### src/css_pkg.sv
// Package with shared types, character codes and the per-byte classifier function.
package css_pkg;

  // Character codes that steer the filter.
  localparam logic [7:0] CH_CR    = 8'h0D;
  localparam logic [7:0] CH_LF    = 8'h0A;
  localparam logic [7:0] CH_BSL   = 8'h5C;
  localparam logic [7:0] CH_SLASH = 8'h2F;
  localparam logic [7:0] CH_STAR  = 8'h2A;
  localparam logic [7:0] CH_DQ    = 8'h22;
  localparam logic [7:0] CH_SQ    = 8'h27;

  typedef enum logic [1:0] {
    MODE_NONE  = 2'd0,
    MODE_BLOCK = 2'd1,
    MODE_LINE  = 2'd2
  } mode_t;

  typedef enum logic [1:0] {
    Q_NONE   = 2'd0,
    Q_SINGLE = 2'd1,
    Q_DOUBLE = 2'd2
  } quote_t;

  typedef enum logic [1:0] {
    PEND_NONE  = 2'd0,
    PEND_SLASH = 2'd1,
    PEND_BSL   = 2'd2,
    PEND_STAR  = 2'd3
  } pend_t;

  typedef enum logic [1:0] {
    KIND_TEXT   = 2'd0,
    KIND_BREAK  = 2'd1,
    KIND_STATUS = 2'd2
  } kind_t;

  // Scanner state carried from byte to byte.
  typedef struct packed {
    mode_t  cm;
    quote_t oq;
    logic   lwb;
    pend_t  pend;
  } state_t;

  // One result beat.
  typedef struct packed {
    logic [7:0] data;
    kind_t      kind;
    logic       qerr;
    logic       cerr;
  } rec_t;

  // The results of one input byte, as they wait in the queue.
  typedef struct packed {
    logic two;
    rec_t r0;
    rec_t r1;
  } group_t;

  // Outcome of handling a byte with nothing pending.
  typedef struct packed {
    state_t st;
    logic   emit;
    rec_t   rec;
  } step_t;

  localparam state_t STATE_RESET = '{cm: MODE_NONE, oq: Q_NONE, lwb: 1'b0,
                                     pend: PEND_NONE};

  function automatic rec_t text_rec(logic [7:0] c);
    rec_t r;
    r = '{data: c, kind: KIND_TEXT, qerr: 1'b0, cerr: 1'b0};
    return r;
  endfunction

  // Handle one byte with no lookahead pending.
  function automatic step_t plain_byte(state_t s, logic [7:0] c);
    step_t  r;
    quote_t q;
    r.st   = s;
    r.emit = 1'b0;
    r.rec  = text_rec(c);
    q      = (c == CH_SQ) ? Q_SINGLE : Q_DOUBLE;
    if (c == CH_CR) begin
      r.emit = 1'b0;
    end else if (c == CH_LF) begin
      r.st.oq = Q_NONE;
      r.emit  = 1'b1;
      if (s.cm == MODE_BLOCK) begin
        r.rec = '{data: 8'h00, kind: KIND_BREAK, qerr: 1'b0, cerr: 1'b0};
      end else begin
        r.st.cm  = MODE_NONE;
        r.st.lwb = 1'b0;
      end
    end else if (c == CH_BSL) begin
      r.st.pend = PEND_BSL;
    end else if (s.cm == MODE_BLOCK) begin
      if (c == CH_STAR) begin
        r.st.pend = PEND_STAR;
      end
    end else if (s.cm == MODE_LINE) begin
      r.emit = 1'b0;
    end else if (c inside {CH_SQ, CH_DQ}) begin
      if (s.oq == Q_NONE) begin
        r.st.oq = q;
      end else if (!s.lwb && s.oq == q) begin
        r.st.oq = Q_NONE;
      end
      r.emit   = 1'b1;
      r.st.lwb = 1'b0;
    end else if (c == CH_SLASH && s.oq == Q_NONE) begin
      r.st.pend = PEND_SLASH;
    end else begin
      r.emit   = 1'b1;
      r.st.lwb = 1'b0;
    end
    return r;
  endfunction

endpackage

### src/css_front.sv
// Front end: holds the scanner state and turns each accepted byte into a result group.
module css_front import css_pkg::*; (
  input  logic       clk,
  input  logic       rst,
  input  logic       accept,
  input  logic [7:0] in_byte,
  input  logic       end_of_input,
  output logic       has_result,
  output group_t     grp
);

  state_t state;
  state_t state_next;
  state_t base;
  step_t  p;
  logic   lead;
  rec_t   lead_rec;
  logic   do_plain;
  rec_t   stat_rec;

  // Scanner state register.
  always_ff @(posedge clk) begin
    if (rst) begin
      state <= STATE_RESET;
    end else if (accept) begin
      state <= state_next;
    end
  end

  // Resolve the pending lookahead first, then run the plain byte handler once.
  always_comb begin
    base       = state;
    base.pend  = PEND_NONE;
    lead       = 1'b0;
    lead_rec   = text_rec(CH_SLASH);
    do_plain   = 1'b0;
    case (state.pend)
      PEND_BSL: begin
        if (in_byte == CH_CR) begin
          base.pend = PEND_BSL;
        end else if (in_byte == CH_LF) begin
          lead     = 1'b1;
          lead_rec = '{data: 8'h00, kind: KIND_BREAK, qerr: 1'b0, cerr: 1'b0};
        end else begin
          do_plain = 1'b1;
          if (state.cm == MODE_NONE) begin
            lead     = 1'b1;
            lead_rec = text_rec(CH_BSL);
            base.lwb = 1'b1;
          end
        end
      end
      PEND_SLASH: begin
        if (in_byte == CH_STAR) begin
          base.cm = MODE_BLOCK;
        end else if (in_byte == CH_SLASH) begin
          base.cm = MODE_LINE;
        end else begin
          lead     = 1'b1;
          base.lwb = 1'b0;
          do_plain = (in_byte != CH_CR);
        end
      end
      PEND_STAR: begin
        if (in_byte == CH_SLASH) begin
          base.cm = MODE_NONE;
        end else begin
          do_plain = (in_byte != CH_CR);
        end
      end
      default: begin
        do_plain = 1'b1;
      end
    endcase
  end

  assign p = plain_byte(base, in_byte);

  // End-of-file status beat.
  always_comb begin
    stat_rec = '{data: 8'h00, kind: KIND_STATUS, qerr: (state.oq != Q_NONE),
                 cerr: (state.cm == MODE_BLOCK)};
  end

  // Assemble the group and the next state.
  always_comb begin
    grp        = '{two: 1'b0, r0: stat_rec, r1: stat_rec};
    has_result = 1'b0;
    state_next = base;
    if (end_of_input) begin
      state_next = STATE_RESET;
      has_result = 1'b1;
      if (state.pend == PEND_SLASH) begin
        grp.two = 1'b1;
        grp.r0  = text_rec(CH_SLASH);
      end else if (state.pend == PEND_BSL && state.cm == MODE_NONE) begin
        grp.two = 1'b1;
        grp.r0  = text_rec(CH_BSL);
      end
    end else begin
      if (do_plain) begin
        state_next = p.st;
      end
      if (lead) begin
        has_result = 1'b1;
        grp.r0     = lead_rec;
        grp.two    = do_plain && p.emit;
        grp.r1     = p.rec;
      end else if (do_plain && p.emit) begin
        has_result = 1'b1;
        grp.r0     = p.rec;
      end
    end
  end

endmodule

### src/css_fifo.sv
// Short register queue of result groups between the front and back ends.
module css_fifo import css_pkg::*; #(
  parameter int DEPTH = 4
) (
  input  logic   clk,
  input  logic   rst,
  input  logic   wr,
  input  group_t wr_grp,
  input  logic   rd,
  output logic   full,
  output logic   valid,
  output group_t head
);

  localparam int PW = (DEPTH > 1) ? $clog2(DEPTH) : 1;
  localparam int CW = $clog2(DEPTH + 1);

  group_t        slots [DEPTH];
  logic [PW-1:0] wr_ptr;
  logic [PW-1:0] rd_ptr;
  logic [CW-1:0] count;

  assign full  = (count == CW'(DEPTH));
  assign valid = (count != '0);
  assign head  = slots[rd_ptr];

  // Storage; payload needs no reset.
  always_ff @(posedge clk) begin
    if (wr) begin
      slots[wr_ptr] <= wr_grp;
    end
  end

  // Pointers and fill count.
  always_ff @(posedge clk) begin
    if (rst) begin
      wr_ptr <= '0;
      rd_ptr <= '0;
      count  <= '0;
    end else begin
      if (wr) begin
        wr_ptr <= (wr_ptr == PW'(DEPTH - 1)) ? '0 : wr_ptr + 1'b1;
      end
      if (rd) begin
        rd_ptr <= (rd_ptr == PW'(DEPTH - 1)) ? '0 : rd_ptr + 1'b1;
      end
      if (wr && !rd) begin
        count <= count + 1'b1;
      end else if (rd && !wr) begin
        count <= count - 1'b1;
      end
    end
  end

  a_count_bound: assert property (@(posedge clk) disable iff (rst)
    count <= CW'(DEPTH)) else $error("queue count above depth");
  a_no_overflow: assert property (@(posedge clk) disable iff (rst)
    wr |-> (!full || rd)) else $error("write into a full queue");
  a_no_underflow: assert property (@(posedge clk) disable iff (rst)
    rd |-> valid) else $error("read from an empty queue");
  a_count_up: assert property (@(posedge clk) disable iff (rst)
    (wr && !rd) |=> count == $past(count) + 1'b1) else $error("count did not rise");

endmodule

### src/css_back.sv
// Back end: delivers the beats of the head group one at a time.
module css_back import css_pkg::*; (
  input  logic   clk,
  input  logic   rst,
  input  logic   q_valid,
  input  group_t head,
  input  logic   pop,
  output logic   q_pop,
  output logic   empty,
  output rec_t   rec,
  output logic   last
);

  logic sub;
  logic take;

  assign empty = !q_valid;
  assign take  = pop && q_valid;
  assign rec   = sub ? head.r1 : head.r0;
  assign last  = sub || !head.two;
  assign q_pop = take && last;

  // Second-beat marker for two-beat groups.
  always_ff @(posedge clk) begin
    if (rst) begin
      sub <= 1'b0;
    end else if (take) begin
      sub <= !last;
    end
  end

  a_sub_two: assert property (@(posedge clk) disable iff (rst)
    sub |-> (q_valid && head.two)) else $error("second beat without a two-beat group");
  a_sub_clears: assert property (@(posedge clk) disable iff (rst)
    (sub && take) |=> !sub) else $error("second beat not retired");
  a_first_to_second: assert property (@(posedge clk) disable iff (rst)
    (!sub && take && head.two) |=> sub) else $error("second beat skipped");

endmodule

### src/comment_and_splice_stripper_top.sv
// Top level of the comment and splice stripper.
// The block takes one source byte per clock when full is low and emits zero, one or two
// result beats for it: kept text, hidden line-break marks for swallowed newlines, and one
// status beat at end of input. The front end classifies each byte in the cycle it is
// accepted and writes its beats as one group into a DEPTH-entry register queue; the
// group reaches the output ports once every group ahead of it is popped. The back end drains
// one beat per clock while pop is high, so a byte that yields two beats comes out as two
// beats, and full rises only once DEPTH groups are waiting. last_of_run marks the final beat
// of each byte. There is no start-up delay after reset. DEPTH must be at least 2.
module comment_and_splice_stripper_top import css_pkg::*; #(
  parameter int DEPTH = 4
) (
  input  logic       clk,
  input  logic       rst,
  input  logic       push,
  output logic       full,
  input  logic [7:0] in_byte,
  input  logic       end_of_input,
  input  logic       pop,
  output logic       empty,
  output logic [7:0] out_byte,
  output logic [1:0] kind,
  output logic       open_quote_error,
  output logic       open_comment_error,
  output logic       last_of_run
);

  logic   accept;
  logic   has_result;
  group_t grp;
  logic   q_valid;
  group_t head;
  logic   q_pop;
  rec_t   rec;

  assign accept = push && !full;

  // Classifier and scanner state.
  css_front u_front (
    .clk          (clk),
    .rst          (rst),
    .accept       (accept),
    .in_byte      (in_byte),
    .end_of_input (end_of_input),
    .has_result   (has_result),
    .grp          (grp)
  );

  // Group queue.
  css_fifo #(.DEPTH(DEPTH)) u_fifo (
    .clk    (clk),
    .rst    (rst),
    .wr     (accept && has_result),
    .wr_grp (grp),
    .rd     (q_pop),
    .full   (full),
    .valid  (q_valid),
    .head   (head)
  );

  // Beat sequencer.
  css_back u_back (
    .clk     (clk),
    .rst     (rst),
    .q_valid (q_valid),
    .head    (head),
    .pop     (pop),
    .q_pop   (q_pop),
    .empty   (empty),
    .rec     (rec),
    .last    (last_of_run)
  );

  assign out_byte           = rec.data;
  assign kind               = rec.kind;
  assign open_quote_error   = rec.qerr;
  assign open_comment_error = rec.cerr;

endmodule

### config.mk
export PLATFORM = sky130hd
export DESIGN_NAME = comment_and_splice_stripper_top
export DESIGN_NICKNAME = d
export VERILOG_FILES = /design/src/css_pkg.sv /design/src/css_front.sv /design/src/css_fifo.sv /design/src/css_back.sv /design/src/comment_and_splice_stripper_top.sv
export SDC_FILE = /design/constraint.sdc
export NUM_CORES = 1
export LEC_CHECK = 0
export BUFFER_PORTS_ARGS = -buffer_cell sky130_fd_sc_hd__clkbuf_2
export CORE_MARGIN = 10
export CORE_UTILIZATION = 35
export DETAILED_ROUTE_END_ITERATION = 10
export PLACE_DENSITY = 0.55
export SETUP_SLACK_MARGIN = 0.3
export SKIP_LAST_GASP = 1
export SLEW_MARGIN = 30
export SYNTH_ARGS = -nofsm -noshare
export SYNTH_HDL_FRONTEND = slang
export SYNTH_SLANG_ARGS = --single-unit
### constraint.sdc
create_clock -name clk -period 3.34 [get_ports clk]
set_input_delay 0.334 -clock clk [delete_from_list [all_inputs] [get_ports clk]]
set_output_delay 0.334 -clock clk [all_outputs]
set_load 0.02 [all_outputs]
After elaboration in Yosys (flattened, before gate mapping)
Memory sizes are Yosys's and may differ from the RTL's. A register that Yosys moved wholly into a read port is not among the register bits.
Index checks and enable logic that the tools add are counted.
Widths: inputs -> output; s select.
{"block": "word_totals", "mem_bits_rw": 100, "word_cells": 142, "mem_count": 1, "out_inout_bits": 15, "register_bits": 15, "inputBits": 13}
{"block": "classes", "muxes": 79, "n_reduce_logical": 28, "n_eq_ne": 22, "n_addsub": 4}
{"memory": "u_fifo.slots", "words": 4, "width": 25, "read_ports": 1, "rd_clocked_by_memory_dff": 1, "wr": 1, "line_no": "css_fifo.sv:18", "rtl": "group_t slots [DEPTH];"}
{"cell": "$mux 12", "count": 11}
{"cell": "$mux 2", "count": 21}
{"cell": "$mux 13", "count": 3}
{"cell": "$eq 8x6->1 const B", "count": 4}
{"cell": "$mux 1", "count": 30}
{"cell": "$mux 7", "count": 3}
{"cell": "$eq 8x4->1 const B", "count": 2}
{"cell": "$mux 3", "count": 5}
{"cell": "$mux 11", "count": 1}
{"cell": "$eq 2x2->1 const B", "count": 5}
{"cell": "$logic_and 1x1->1", "count": 10}
{"cell": "$ne 3x2->1 const B", "count": 3}
{"cell": "$eq 8x7->1 const B", "count": 1}
{"cell": "$ne 8x4->1 const B", "count": 1}
{"cell": "$reduce_and 8->1", "count": 1}
{"cell": "$reduce_bool 2->1", "count": 4}
{"cell": "$logic_not 1->1", "count": 7}
{"cell": "$eq 2x1->1 const B", "count": 3}
{"cell": "$reduce_bool 3->1", "count": 2}
{"cell": "$mux 5", "count": 1}
{"cell": "$add 2x1->2 const B", "count": 2}
{"cell": "$logic_not 2->1", "count": 2}
{"cell": "$pmux 1 s2", "count": 2}
{"cell": "$pmux 2 s2", "count": 1}
{"cell": "8 further kinds", "count": 8}

Longest topological paths before layout
Gate-level depths: netlist of the first run.
{"block": "logic_depth", "ltp_word": 19, "mapped_depth": 15, "ltp_nobuf": 13}

Hierarchy
Synthesis of the first run repeated with hierarchy kept, for this count alone.
{"block": "hier_totals", "cells_unflattened": 366, "area_unflattened_um2": 5480.3}
{"mod": "css_fifo", "cells_per_inst": 175, "area_each_um2": 4092.7, "instances": 1, "seq_area_each_um2": 3183.1}
{"mod": "css_front", "cells_per_inst": 169, "area_each_um2": 1166.1, "instances": 1, "seq_area_each_um2": 140.1}
{"mod": "css_back", "cells_per_inst": 20, "area_each_um2": 206.4, "instances": 1, "seq_area_each_um2": 20.0}
{"mod": "comment_and_splice_stripper_top", "cells_per_inst": 2, "area_each_um2": 15.0, "instances": 1, "seq_area_each_um2": 0.0}

Worst setup path after synthesis of the first run
No wires, ideal clock.
{"block": "synth_path", "path_type": "input to register", "start": "input port in_byte[6]", "end": "register u_fifo.count[2]", "cell_stages": 13, "t_required_ps": 3270, "n_path_buf": 2, "setup_ps": 70, "path_slack_ps": 99, "t_arrival_ps": 3172, "cell_sequence": "or4b_1 buf_2 a211oi_1 o22ai_1 xnor2_2 a31o_1 buf_6 ha_1 inv_1 fa_1 xor2_1 or3_1 a21oi_1"}
{"block": "synth_between", "elab_chain_len": 18, "elab_cells_between_ends": 43, "classes_between": "eq/ne (10); mux (25); reduce/logical (8)"}
{"element": "start: declaration", "line_no": "comment_and_splice_stripper_top.sv:17", "rtl": "input logic [7:0] in_byte,"}
{"element": "$eq 8x6->1", "line_no": "css_pkg.sv:112, css_front.sv:56, css_front.sv:65"}
{"element": "$mux 2", "line_no": "css_front.sv:56", "rtl": "end else if (in_byte == CH_SLASH) begin"}
{"element": "$mux 2", "line_no": "css_front.sv:54", "rtl": "if (in_byte == CH_STAR) begin"}
{"element": "$pmux 2 s2", "line_no": "css_front.sv:37", "rtl": "case (state.pend)"}
{"element": "$eq 2x2->1", "line_no": "css_pkg.sv:102", "rtl": "end else if (s.cm == MODE_LINE) begin"}
{"element": "$mux 1", "line_no": "css_pkg.sv:102"}
{"element": "$mux 1", "line_no": "css_pkg.sv:98", "rtl": "end else if (s.cm == MODE_BLOCK) begin"}
{"element": "$mux 1", "line_no": "css_pkg.sv:96", "rtl": "end else if (c == CH_BSL) begin"}
{"element": "(+3 left out)"}
{"element": "$mux 1", "line_no": "css_front.sv:109", "rtl": "end else if (do_plain && p.emit) begin"}
{"element": "$mux 1 *", "line_no": "css_front.sv:104", "rtl": "if (lead) begin"}
{"element": "$mux 1 *", "line_no": "css_front.sv:90", "rtl": "if (end_of_input) begin"}
{"element": "$logic_and 1x1->1 *", "line_no": "comment_and_splice_stripper_top.sv:53", "rtl": ".wr (accept && has_result),"}
{"element": "net u_fifo.wr", "line_no": "css_fifo.sv:7", "rtl": "input logic wr,"}
{"element": "$logic_not 1->1", "line_no": "css_fifo.sv:49", "rtl": "end else if (rd && !wr) begin"}
{"element": "$logic_and 1x1->1", "line_no": "css_fifo.sv:49"}
{"element": "$reduce_bool 2->1 (no line)"}
{"element": "end signal: assignment", "line_no": "css_fifo.sv:48", "rtl": "count <= count + 1'b1;"}
{"element": "end signal: assignment", "line_no": "css_fifo.sv:50", "rtl": "count <= count - 1'b1;"}
{"element": "end: declaration", "line_no": "css_fifo.sv:21", "rtl": "logic [CW-1:0] count;"}
The timed path passes the listed nets; every way through them passes the cells marked *.
A chain may end at the register's enable or synchronous reset.

Final worst setup path of the first run
{"block": "layout_path", "start": "register u_front.state[1] (netlist bit)", "end": "register u_fifo.count[2]"}
{"block": "layout_between", "elab_chain_len": 16, "elab_cells_between_ends": 23, "classes_between": "eq/ne (5); mux (12); reduce/logical (6)"}
{"element": "start: declaration", "line_no": "css_front.sv:12", "rtl": "state_t state;"}
{"element": "start signal: assignment", "line_no": "css_front.sv:26", "rtl": "state <= state_next;"}
{"element": "$eq 2x2->1 or $eq 2x1->1 (tied branches)", "line_no": "css_front.sv:37"}
{"element": "$pmux 2 s2", "line_no": "css_front.sv:37"}
{"element": "$eq 2x2->1", "line_no": "css_pkg.sv:102"}
{"element": "$mux 1", "line_no": "css_pkg.sv:102"}
{"element": "$mux 1", "line_no": "css_pkg.sv:98"}
{"element": "$mux 1", "line_no": "css_pkg.sv:96"}
{"element": "$mux 1", "line_no": "css_pkg.sv:87", "rtl": "end else if (c == CH_LF) begin"}
{"element": "$mux 1", "line_no": "css_pkg.sv:85", "rtl": "if (c == CH_CR) begin"}
{"element": "$logic_and 1x1->1", "line_no": "css_front.sv:109"}
{"element": "$mux 1", "line_no": "css_front.sv:109"}
{"element": "$mux 1 *", "line_no": "css_front.sv:104"}
{"element": "$mux 1 *", "line_no": "css_front.sv:90"}
{"element": "$logic_and 1x1->1 *", "line_no": "comment_and_splice_stripper_top.sv:53"}
{"element": "$logic_not 1->1", "line_no": "css_fifo.sv:49"}
{"element": "$logic_and 1x1->1", "line_no": "css_fifo.sv:49"}
{"element": "$reduce_bool 2->1 (no line)"}
Mark *: on every way between the ends. The rest lies on a longest branch, timed or not.

==> results of run 1 <==
## worst reg2reg max path, cell delays in order, from the launching register on
cell                       delay, ns
sky130_fd_sc_hd__dfxtp_1        0.41
sky130_fd_sc_hd__inv_1          0.12
sky130_fd_sc_hd__ha_4           0.31
sky130_fd_sc_hd__o311ai_0       0.13
sky130_fd_sc_hd__buf_4          0.17
sky130_fd_sc_hd__o221a_2        0.27
sky130_fd_sc_hd__o32ai_1        0.13
sky130_fd_sc_hd__a31o_1         0.20
sky130_fd_sc_hd__ha_4           0.15
sky130_fd_sc_hd__inv_1          0.05
sky130_fd_sc_hd__fa_2           0.33
sky130_fd_sc_hd__xor2_1         0.15
sky130_fd_sc_hd__or3_1          0.30
sky130_fd_sc_hd__a21oi_1        0.12
## registers in the layout (all words and copies together) (netlist names), named ones only
signal / count
u_fifo.wr_ptr: 2
u_front.state: 5
u_fifo.rd_ptr: 2
u_front.base: 2
u_fifo.count: 3
u_back.sub: 1
u_fifo.slots: 100
## through the flow
step | total power, mW | area [um2] | hold slack, ns | std cells
after global routing | 5.13 | 6590 | 0.276 | 622
after CTS | 4.97 | 6580 | 0.235 | 622
after detailed placement | 3.05 | 5950 | 0.489 | 590
after floorplan | 2.68 | 5450 | 0.403 | 371
final | 4.90 | 6590 | 0.255 | 622
after global placement | 3.03 | 5950 | 0.473 | 590
## path summary, 6_finish.rpt
path / from / to / slack, ns / cells after the start
min reg2reg: u_front.base[3]$_SDFFE_PP0P_ / u_front.base[3]$_SDFFE_PP0P_ / 0.49 / 2
max: u_front.state[1]$_SDFFE_PP0P_ / u_fifo.count[2]$_SDFFE_PP0P_ / 0.44 / 13
min: pop / u_back.sub$_SDFFE_PP0P_ / 0.26 / 4
max reg2reg: u_front.state[1]$_SDFFE_PP0P_ / u_fifo.count[2]$_SDFFE_PP0P_ / 0.44 / 13
## kinds of logic after synthesis
logic type               after synthesis
AO/OA/AOI/OAI                         54
multiplexers                          40
XOR/XNOR                               4
AND/OR/NAND/NOR                      114
flip-flops                           117
buffers and inverters                 31
adder cells (fa/ha/maj)               11
## area by class of cell
class	count	area share, %
Tap cell	188	3.57
Timing Repair Buffer	51	5.54
Clock inverter	13	2.73
Multi-Input combinational cell	223	29.9
Clock buffer	19	6.87
Inverter	11	0.626
Sequential cell	117	50.7
## synth_stat cells, types with 2 or more instances
master,count
sky130_fd_sc_hd__a21oi_1,14
sky130_fd_sc_hd__a32oi_1,3
sky130_fd_sc_hd__and2_2,4
sky130_fd_sc_hd__and3_1,8
sky130_fd_sc_hd__buf_1,2
sky130_fd_sc_hd__buf_4,4
sky130_fd_sc_hd__clkbuf_1,12
sky130_fd_sc_hd__dfxtp_1,17
sky130_fd_sc_hd__edfxtp_1,100
sky130_fd_sc_hd__ha_1,10
sky130_fd_sc_hd__inv_1,11
sky130_fd_sc_hd__mux2_2,12
sky130_fd_sc_hd__mux2i_1,3
sky130_fd_sc_hd__mux4_2,25
sky130_fd_sc_hd__nand2_1,22
sky130_fd_sc_hd__nand2b_1,5
sky130_fd_sc_hd__nand3_1,12
sky130_fd_sc_hd__nand4_1,3
sky130_fd_sc_hd__nor2_1,27
sky130_fd_sc_hd__nor3_1,11
sky130_fd_sc_hd__nor4_1,4
sky130_fd_sc_hd__nor4b_1,2
sky130_fd_sc_hd__o21a_1,2
sky130_fd_sc_hd__o21ai_0,8
sky130_fd_sc_hd__o221a_2,2
sky130_fd_sc_hd__o22a_1,2
sky130_fd_sc_hd__o22ai_1,2
sky130_fd_sc_hd__o31ai_1,2
sky130_fd_sc_hd__or4b_1,2
sky130_fd_sc_hd__xor2_1,3
## power by group
part / switching, mW / internal (mW) / total, mW
clock: 0.625 / 1.28 / 1.91
combinational: 0.609 / 0.500 / 1.11
sequential: 0.0659 / 1.82 / 1.88
## metal layers
metal | vias to the layer above | GRT usage [%]
met5 | - | 0
met4 | 0 | 6.28
met3 | 23 | 3.35
met2 | 93 | 20.6
met1 | 1682 | 15.2
li1 | 1565 | -
==> impl_summary.md, run 1 <==
Clock tree
The cell chosen for the clock root is sky130_fd_sc_hd__clkbuf_16. The later pin in the worst-skew pair is clocked with a latency of about 0.4 ns. Clock-pin slew was measured on the worst setup and hold paths at ~0.05 ns. The count of cells resized by post-cts repair is 0. Counting every sink on the clock net gives 117.

The level count of the clock H-tree is 4. The post-cts hold buffer count is 0. Post-CTS timing repair inserted 0 buffers for setup. TritonCTS built the clock tree. Counting the buffers created by CTS gives 17. The maximum clock path buffer count is 2.

Floorplan
The region available for standard cell placement spans roughly 15000 um2. The number of rows in the core area is 45. The die covers between 20000 and 25000 um2. The overall die height is between 100 and 150 um.

The initial utilization of the core area, before any placement, comes to a little over a third. The count of boundary I/O pins is 28. The die width is approximately 140 um.

Drt
The met1 routed wirelength after detailed routing is 5230 um. Dividing the detail-routed wire length by the instance count gives about 20 um. The post-route antenna net violation count is 0.

The first detailed-routing pass ran for 5 iterations. Summing over every cut layer, the via total after detailed routing is 3363. After detailed routing, no signal wire sits above met4. The routed wire length is approximately 12000 um. The number of vias per cell after detailed routing is between 5 and 6. In the detailed route, the total length drawn on met3 is around 620 um. The met2 wire length is ~6000 um. The first routing iteration left 263 violations. For this run, design rule violations remaining after detail routing come to 0.

Timing
For the pin with the worst max-slew slack, the measured transition is ~0.56 ns. The final number of max-transition violations is 0. The final clock skew is between 0.01 and 0.015 ns. In the finished design, the share of the clock period the worst path needs comes to ~87%. For the final routed database, the setup TNS stands at 0 ns. The worst slew margin relative to its limit is ~62%. Setup repair after global routing left no endpoint under its margin. For this run, the top clock speed supported by timing is 345 MHz. Once routing completed, OpenROAD measured the worst setup slack at approximately 0.44 ns.

The smallest clock period supported by the final layout is computed as 2.90 ns. The final number of hold-violating endpoints is 0. Setup violations remaining at the end of the flow were counted as 0.

Synth
Summing the areas of all compound-gate instances in the mapped netlist gives ~7.5% of the synthesized area. The async set-or-reset flop fraction in the synthesized netlist is 0%. The sequential cell area fraction in the yosys report is 61.8%. The dominant register cell in the synthesized netlist is sky130_fd_sc_hd__edfxtp_1. Synthesis inferred around 120 register bits. The number of different library cells used by synthesis comes to 67. The synthesis warning total is 0. The portion of synthesized area spent on multiplexers is a little over an eighth. In this run the mean area of a mapped cell was between 10 and 15 um2. The combined area of all synthesized cells is 5410 um2.

Of the total synthesized cell area, the portion taken by XOR and XNOR cells is less than 1%. Sorting the synthesized cells by area gives the leading types as sky130_fd_sc_hd__edfxtp_1 55%, sky130_fd_sc_hd__mux4_2 10%, sky130_fd_sc_hd__dfxtp_1 6.3%. The post-synthesis adder-cell area fraction is under 10%. The area fraction in and, or, nand and nor cells after synthesis is 11.2%. The area share of the largest cell type after synthesis is a little under three fifths.

The cell accounting for the most synthesized area is sky130_fd_sc_hd__edfxtp_1. The main combinational cell family by area after synthesis is multiplexers. The number of nets produced by synthesis is 395. Counting flops with a built-in enable in the synthesized netlist gives 100.

The cell count after synthesis is 371.

Placement
The final RePlAce weighted congestion is about 0.85. Port buffering added 27 buffers. The sum of net half-perimeters after detailed placement is 8320 um.

At the placement stage, the worst setup path has a slack of about 0.17 ns.

Setup path
For the worst setup path, the data required time is 3.68 ns. The cell family contributing the most delay on the critical path is compound AO/OA/AOI/OAI gates. The combined buffer and inverter count along the critical path is 3. The worst-path maximum fanout is 5. The kind of start point of the critical path is a flip-flop. The class of the most critical setup path is reg2reg. For this design, the slowest cell found on the critical path is sky130_fd_sc_hd__dfxtp_1.

Walking the worst path, the cells encountered are inv_1, ha_4, o311ai_0, buf_4, o221a_2, o32ai_1, a31o_1, ha_4, inv_1, fa_2, xor2_1, or3_1, a21oi_1. The type of element capturing the critical path is a flip-flop. For this run, the slowest stage of the critical path takes a little over 0.4 ns. The arrival time of the worst setup path is about 3.2 ns.

GRT
After global routing the overflow that remains totals 0. The first global-routing pass estimated just under 20000 um of wire. The number of global-route vias before repair came to 3536.

The initial antenna violation count is 0. Entering global routing, the biggest net connects 26 pins. In the global route stage, overall resource usage came out at 12.6%.

Layout
The fraction of final layout cells with drive strength greater than 1 is about a third. The number of antenna repair diodes is 0. Fill cells in the final layout number about 1400. Measured on the finished design, the core utilization comes to 43.4%. In the final layout, the multi-input gates occupy 1970 um2. The library cells used most frequently in the layout, excluding fill and tap cells, are 100 x sky130_fd_sc_hd__edfxtp_1, 27 x sky130_fd_sc_hd__nor2_1, 27 x sky130_fd_sc_hd__clkbuf_2. The relative area change from synthesis to final layout is 21.8%.

The most common library cell in the layout ignoring fill and taps is sky130_fd_sc_hd__edfxtp_1. The combined flip-flop and latch cell area is around 3300 um2. The layout net count is approximately 450.

Flow run
The number of max-capacitance violations reported is 0.

Power
For this design the ratio of total power to cell area is approximately 740 nW/um2. The leakage power is between 2 and 2.5 nW. The worst ir drop on vdd is between 0.3 and 0.4 mV.

Worst hold path
The tightest min-delay check is of the in2reg type.

Outcome
The flow ran to the end, and the final reports show no timing, DRC or antenna violations.
No activity file was read; power rests on OpenSTA's default activity.
==> run 2: changes to the inputs <==
--- a/config.mk
+++ b/config.mk
@@ -9,7 +9,8 @@
 export CORE_MARGIN = 10
 export CORE_UTILIZATION = 35
 export DETAILED_ROUTE_END_ITERATION = 10
-export PLACE_DENSITY = 0.55
+export MAX_ROUTING_LAYER = met4
+export PLACE_DENSITY = 0.53
 export SETUP_SLACK_MARGIN = 0.3
 export SKIP_LAST_GASP = 1
 export SLEW_MARGIN = 30
==> constraint.sdc (replaced) <==
create_clock -name clk -period 2.7 [get_ports clk]
set_input_delay 0.27 -clock clk [delete_from_list [all_inputs] [get_ports clk]]
set_output_delay 0.27 -clock clk [all_outputs]
set_load 0.02 [all_outputs]
==> run 2 against run 1 <==
Compared with the run above:
- clock skew up 0.00094 ns
- critical path type unchanged
- final cell count up 9.6%
- highest routed layer unchanged
- cell area up 12%
- total power up 25%
- worst setup slack worse by 0.39 ns
- largest power group is now registers
- maximum frequency up 9.3%
- clock power up 5%
==> impl_summary.md, run 2 (synthesis gave the netlist of run 1 again) <==
Drt
The routed wire length came to 14400 um (+18%). The number of DRC violations after detailed routing is 0 (unchanged). The routed wire length per instance was 21.0 um (+7.4%).

The post-route antenna net violation count was 0 (unchanged). The detailed-routing iteration count for the pre-antenna-repair pass is 5 (unchanged). The initial DRC count is 289 (+9.9%). The number of vias per cell after detailed routing is 5.41 (about the same). The routed via count is 3688 (+9.7%).

Timing
The worst slew margin relative to its limit was 71.3% (+9.0 points). The worst hold slack across all endpoints was 0.191 ns (-0.0638 ns). The final number of hold-violating endpoints came to 0 (unchanged). The share of the clock period used by the worst path came to 98.3% (+11 points). Setup repair after global routing could not meet its margin everywhere. The minimum clock period was 2.65 ns (-0.248 ns). The worst-margin pin slew was 0.427 ns (-0.132 ns).

The total negative slack was 0 ns (unchanged). The final number of max-transition violations is 0 (unchanged). The timing-limited maximum frequency was 377 MHz (+9.3%).

The final clock skew is 0.0121 ns (+0.000940 ns). The number of setup violations in the final report is 0 (unchanged).

GRT
The busiest metal layer after global routing is met2. The total overflow reported by the global router came to 0 (unchanged). The number of global-route vias before repair is 3715 (+5.1%).

The overall fraction of global-route tracks in use was 14.0% (+1.4 points). The met2 layer usage reported by global route is 23.1% (+2.6 points). The initial antenna violation count came to 0 (unchanged). The met3 capacity usage during global routing came to 3.02% (-0.33 points). The met1 usage is 16.7% (+1.5 points). The wire length of the first global-routing pass is 21200 um (+8.7%). The maximum number of pins on one net before global-route repair is 25 (-3.8%).

Setup path
The end of the critical path is u_fifo.count[2]$_SDFFE_PP0P_. The kind of cell with the highest combined delay on the critical path is compound AO/OA/AOI/OAI gates. The highest cell delay on the worst timing path is 0.38 ns (-0.03 ns). The slowest cell on the critical path is sky130_fd_sc_hd__dfxtp_4. The startpoint identified for the worst register-to-register timing path is u_front.state[0]$_SDFFE_PP0P_. The class of the most critical setup path is reg2reg. The number of gates on the worst path with buffers counted is 13 (unchanged). The arrival time of the worst setup path was 2.98 ns (-0.26 ns). The combined buffer and inverter count along the critical path is 3 (unchanged). The signal on the critical path passes through buf_6, ha_4, buf_6, nand2_1, o221a_2, o32ai_2, a31o_4, ha_4, inv_2, fa_2, xor2_1, or3_1, a21oi_1.

The type of element capturing the critical path is a flip-flop. The minimum setup slack among reg-to-reg paths is 0.05 ns (-0.39 ns). The cell count of the worst reg-to-reg path came to 13 (unchanged). The launch point of the worst path is u_front.state[0]$_SDFFE_PP0P_. The endpoint identified for the worst register-to-register timing path is u_fifo.count[2]$_SDFFE_PP0P_. The required time at the worst-slack endpoint came to 3.03 ns (-0.65 ns). The kind of start point of the critical path is a flip-flop.

The worst-path maximum fanout was 7 (+2).

Layout
The fraction of final layout cells with drive strength greater than 1 is 46.2% (+13 points). The largest registers in the layout are u_fifo.slots x100, u_front.state x5, u_fifo.count x3. The area occupied by multi-input gates is 2140 um2 (+8.8%). The library cell used most frequently in the layout, excluding fill and tap cells, is sky130_fd_sc_hd__edfxtp_1. The combined flip-flop and latch cell area came to 3350 um2 (+0.15%).

The number of antenna repair diodes came to 0 (unchanged). The register with the most flip-flops is u_fifo.slots. The top cell types in the final layout, fill and taps aside, are 100 x sky130_fd_sc_hd__edfxtp_1, 61 x sky130_fd_sc_hd__buf_4, 27 x sky130_fd_sc_hd__clkbuf_2. The flip-flop count of the largest register, all copies and words added is 100 (unchanged). The layout net count came to 507 (+14%). The share of the core filled with cells was 48.5% (+5.1 points). The relative area change from synthesis to final layout is 36.2%.

The final-layout fill cell count is 1332 (-2.2%).

Floorplan
The full die area is 20800 um2 (unchanged). The core area is 15200 um2 (unchanged). The overall die height is 144 um (unchanged). The count of boundary I/O pins came to 28 (unchanged). The die width is 144 um (unchanged).

The initial core utilization came to 35.6% (unchanged). The number of rows in the core area was 45 (unchanged).

Flow run
The number of max-capacitance violations reported was 0 (unchanged).

Outcome
The run finished with clean final reports.

Power
The internal power component is 4.38 mW (+22%). The combinational fraction of design power is 28.7% (+6.1 points). The reported net switching power is 1.72 mW (+33%). The leakage power is 2.65 nW (+15%). The power per cell area is 828 nW/um2 (+11%). The clock network fraction of design power is 32.8% (-6.1 points). The worst ir drop on vdd is 0.505 mV (+41%). The sequential cell fraction of total power came to 38.5% (about the same). The switching fraction of total power was 28.2% (+1.7 points).

Clock tree
The CTS tree is done. The register clock-pin slew on the reported worst setup and hold paths is 0.05 ns (about the same). The level count of the clock H-tree is 4 (unchanged). The maximum clock path buffer count came to 2 (unchanged). The insertion delay to the later sink of the worst-skew pair is 0.41 ns (about the same). The post-cts hold buffer count is 0 (unchanged). The count of clock tree sinks is 117 (unchanged). The tree is rooted in a sky130_fd_sc_hd__clkbuf_16. The number of buffers created by CTS was 17 (unchanged).

Worst hold path
The class of the most critical hold timing path is in2reg. The hold-critical path depth is 4 (unchanged).

Placement
The final RePlAce weighted congestion is 0.917 (+7.3%). The sum of net half-perimeters after detailed placement is 8740 um (+5.0%). The count of port buffers added during placement is 27 (unchanged).
==> run 2: cell count changes in the layout (fill, tap and decap cells not counted), sizes merged <==
| cell | before | now |
|---|---|---|
| clkinv | 6 | 5 |
| buf | 24 | 79 |
| clkinvlp | 3 | 4 |
| bufinv | 4 | 1 |
| clkbuf | 46 | 54 |
==> run 2: cell type report <==
cell class | count | area share [%]
Multi-Input combinational cell | 223 | 29.1
Tap cell | 188 | 3.19
Clock inverter | 10 | 1.17
Sequential cell | 117 | 45.4
Inverter | 11 | 0.560
Timing Repair Buffer | 113 | 14.6
Clock buffer | 20 | 5.92
==> run 2: through the flow <==
stage / power [mW] / cell area [um2] / worst slack, ns / cells
floorplan: 3.32 / 5450 / -0.251 / 371
global placement: 3.80 / 6250 / -0.262 / 631
detailed placement: 3.83 / 6250 / -0.326 / 631
CTS: 5.98 / 7010 / 0.0159 / 669
global route: 6.39 / 7370 / -0.0968 / 682
finish: 6.10 / 7370 / 0.0462 / 682
==> run 2: what timing repair did <==
item | CTS | global route
setup buffers | 4 | 6
endpoints found under the setup margin | 167 | 162
pin swaps | 8 | 15
cloned | 4 | 7
resized for setup | 23 | 40
==> run 2: how the worst min path moves through the flow <==
stage,startpoint,endpoint,slack [ns]
4_1_cts,pop,u_back.sub$_SDFFE_PP0P_,0.18
2_1_floorplan,rst,u_back.sub$_SDFFE_PP0P_,0.34
5_1_grt,pop,u_back.sub$_SDFFE_PP0P_,0.19
3_3_place_gp,u_front.state[2]$_SDFFE_PP0P_,u_front.state[2]$_SDFFE_PP0P_,0.47
3_5_place_dp,u_front.state[2]$_SDFFE_PP0P_,u_front.state[2]$_SDFFE_PP0P_,0.48
6_report,pop,u_back.sub$_SDFFE_PP0P_,0.19
==> run 2: power by group through the flow <==
| stage | clock (mW) | sequential, mW | combinational (mW) |
|---|---|---|---|
| floorplan | 0 | 2.34 | 0.985 |
| global placement | 0 | 2.35 | 1.45 |
| detailed placement | 0 | 2.37 | 1.47 |
| CTS | 2.03 | 2.33 | 1.62 |
| global route | 2.12 | 2.37 | 1.90 |
| finish | 2.00 | 2.35 | 1.75 |
==> run 2: layer usage <==
layer	wire (um)	share of wire, %
met1	6130	43
met2	7370	51
met3	607	4.2
met4	248	1.7
met5	0	0
==> run 2: tightest hold or removal path, stage by stage <==
cell and delay (ns):
sky130_fd_sc_hd__clkbuf_2 0.07, sky130_fd_sc_hd__nand2b_1 0.07, sky130_fd_sc_hd__nand2_1 0.07, sky130_fd_sc_hd__a21oi_1 0.06
==> run 3: changes to the inputs <==
==> constraint.sdc (replaced) <==
create_clock -name clk -period 3 [get_ports clk]
set_input_delay 0.3 -clock clk [delete_from_list [all_inputs] [get_ports clk]]
set_output_delay 0.3 -clock clk [all_outputs]
set_load 0.02 [all_outputs]
==> run 3 against run 2 <==
Compared with the run above:
- cell area down 8.0%
- global-route usage down 0.95 points
- clock power fell by 14%
- flip-flop and latch count unchanged
- highest routed layer unchanged
==> impl_summary.md, run 3 (synthesis gave the netlist of run 1 again) <==
Setup path
The most common cell type on the critical path is sky130_fd_sc_hd__ha_4. The kind of cell with the highest combined delay on the critical path is compound AO/OA/AOI/OAI gates. The slowest cell on the critical path is sky130_fd_sc_hd__dfxtp_4.

The required time at the worst-slack endpoint is 3.33 ns (+0.30 ns). The number of gates on the worst path with buffers counted is 12 (-1). The critical path goes through inv_4, ha_4, o311ai_4, o221a_4, o32ai_2, a31o_1, ha_4, inv_2, fa_2, xor2_1, or3_1, a21oi_1. STA classifies the critical path endpoint as a flip-flop. The worst-path maximum fanout is 4 (-3). The highest cell delay on the worst timing path is 0.40 ns (+0.02 ns). Tracing the worst setup path back leads to its startpoint at u_front.state[0]$_SDFFE_PP0P_.

The setup path with the least slack is of type reg2reg. The cell count of the worst reg-to-reg path is 12 (-1). The combined buffer and inverter count along the critical path is 2 (-1). The most critical setup path has its endpoint at u_fifo.count[2]$_SDFFE_PP0P_. The kind of start point of the critical path is a flip-flop.

In this run the critical register-to-register path is captured at u_fifo.count[2]$_SDFFE_PP0P_. The launch point of the worst reg-to-reg path is u_front.state[0]$_SDFFE_PP0P_. The arrival time of the worst setup path is 2.97 ns (about the same). The minimum setup slack among reg-to-reg paths was 0.37 ns (+0.32 ns).

Layout
The largest registers in the layout are u_fifo.slots x100, u_front.state x5, u_fifo.count x3. The relative area change from synthesis to final layout is 25.3%. The number of antenna repair diodes is 0 (unchanged). The layout net count is 470 (-7.3%). The share of the core filled with cells came to 44.6% (-3.9 points). The fraction of final layout cells with drive strength greater than 1 came to 38.1% (-8.0 points). The flip-flop count of the largest register, all copies and words added was 100 (unchanged). The final instance area came to 6780 um2 (-8.0%). Leaving out fill and tap cells, the most frequent cell in the layout is sky130_fd_sc_hd__edfxtp_1. The register with the most flip-flops is u_fifo.slots. The final cell count without fillers came to 642 (-5.9%). Leaving out fill and tap cells, the most frequent cells in the layout are 100 x sky130_fd_sc_hd__edfxtp_1, 41 x sky130_fd_sc_hd__buf_4, 27 x sky130_fd_sc_hd__clkbuf_2.

GRT
The number of global-route vias before repair was 3536 (-4.8%). The maximum number of pins on one net before global-route repair came to 26 (+4.0%). The initial antenna violation count is 0 (unchanged). The total overflow reported by the global router is 0 (unchanged).

The wire length of the first global-routing pass is 19900 um (-6.1%). The overall fraction of global-route tracks in use was 13.1% (-0.95 points).

Drt
The number of vias per cell after detailed routing is 5.25 (-3.0%). The post-route antenna net violation count is 0 (unchanged). The routed wire length is 12300 um (-14%). The initial DRC count is 191 (-34%). The number of DRC violations after detailed routing was 0 (unchanged).

The detailed-routing iteration count for the pre-antenna-repair pass is 4 (-1). The routed via count is 3368 (-8.7%). The routed wire length per instance is 19.2 um (-8.9%).

Outcome
The run finished with clean final reports.

Timing
The worst-margin pin slew is 0.532 ns (+0.105 ns). The worst hold slack across all endpoints is 0.231 ns (+0.0396 ns). Setup repair after global routing could not meet its margin everywhere. The timing-limited maximum frequency is 380 MHz (+0.84%).

The final number of max-transition violations is 0 (unchanged). The share of the clock period used by the worst path is 87.7% (-11 points). The total negative slack came to 0 ns (unchanged). The least setup slack across all paths after layout is 0.368 ns (+0.322 ns).

The final clock skew came to 0.00937 ns (-0.00276 ns). The final number of hold-violating endpoints was 0 (unchanged). The worst slew margin relative to its limit is 64.1% (-7.2 points).

The number of setup violations in the final report is 0 (unchanged). The minimum clock period was 2.63 ns (-0.0220 ns).

Placement
The sum of net half-perimeters after detailed placement is 8680 um (-0.69%). The final RePlAce weighted congestion is 0.943 (+2.8%). The placed standard-cell area is 6150 um2 (-1.7%). The setup slack after placement is -0.110 ns (+0.216 ns). The count of port buffers added during placement was 27 (unchanged). The placed instance count is 612 (-3.0%).

Floorplan
The overall die height is 144 um (unchanged). The die width is 144 um (unchanged). The full die area is 20800 um2 (unchanged).

The number of rows in the core area came to 45 (unchanged). The count of boundary I/O pins is 28 (unchanged). The core area is 15200 um2 (unchanged).

The initial core utilization is 35.6% (unchanged).

Power
The worst ir drop on vdd came to 0.394 mV (-22%). The leakage power was 2.39 nW (-10%). The power per cell area is 751 nW/um2 (-9.3%). The post-route total power is 5.09 mW (-17%).

Clock tree
The count of clock tree sinks came to 117 (unchanged). The post-cts hold buffer count was 0 (unchanged). TritonCTS built the clock tree. The maximum clock path buffer count is 2 (unchanged). The insertion delay to the later sink of the worst-skew pair is 0.41 ns (about the same). The level count of the clock H-tree is 4 (unchanged). The number of buffers created by CTS came to 17 (unchanged).

The cell chosen for the clock root is sky130_fd_sc_hd__clkbuf_16. The register clock-pin slew on the reported worst setup and hold paths came to 0.05 ns (about the same).

Worst hold path
The hold-critical path depth is 4 (unchanged). The path class of the tightest hold or removal check is in2reg.

Flow run
The number of max-capacitance violations reported is 0 (unchanged).
==> run 3: power by group <==
| part | total [mW] | internal (mW) | switching, mW |
|---|---|---|---|
| sequential | 2.09 | 2.02 | 0.0713 |
| combinational | 1.27 | 0.598 | 0.674 |
| clock | 1.73 | 1.09 | 0.634 |
| total | 5.09 | 3.71 | 1.38 |
==> run 3: tightest hold or removal path, delay by kind of cell <==
family | cells | cell delay [ns]
AOI/OAI and AO/OA | 1 | 0.06
buffers and inverters | 1 | 0.08
and+or+nand+nor | 2 | 0.14
==> run 3: routing by layer <==
metal / track usage (%) / wire length [um] / vias up
li1: - / - / 1609
met1: 15.6 / 5610 / 1688
met2: 21.1 / 6110 / 51
met3: 2.95 / 341 / 20
met4: 5.32 / 254 / 0
met5: - / 0 / -
==> run 3: worst min-delay path by stage <==
| stage | end | from | slack, ns |
|---|---|---|---|
| 6_report | u_back.sub$_SDFFE_PP0P_ | pop | 0.23 |
| 5_1_grt | u_back.sub$_SDFFE_PP0P_ | pop | 0.26 |
| 4_1_cts | u_back.sub$_SDFFE_PP0P_ | pop | 0.22 |
| 3_5_place_dp | u_front.state[2]$_SDFFE_PP0P_ | u_front.state[2]$_SDFFE_PP0P_ | 0.48 |
| 3_3_place_gp | u_front.state[2]$_SDFFE_PP0P_ | u_front.state[2]$_SDFFE_PP0P_ | 0.47 |
| 2_1_floorplan | u_back.sub$_SDFFE_PP0P_ | rst | 0.37 |
==> run 3: repair_timing <==
action | 4_1_cts | 5_1_grt
setup endpoints to repair | 2 | 2
buffers inserted | 0 | 3
pin swaps | 0 | 11
resized for setup | 9 | 17
==> run 3: final cells by class <==
class / count / area (um2)
Clock buffer: 18 / 429
Clock inverter: 9 / 67.6
Fill cell: 1385 / 8420
Inverter: 11 / 46.3
Multi-Input combinational cell: 223 / 2060
Sequential cell: 117 / 3350
Tap cell: 188 / 235
Timing Repair Buffer: 76 / 594
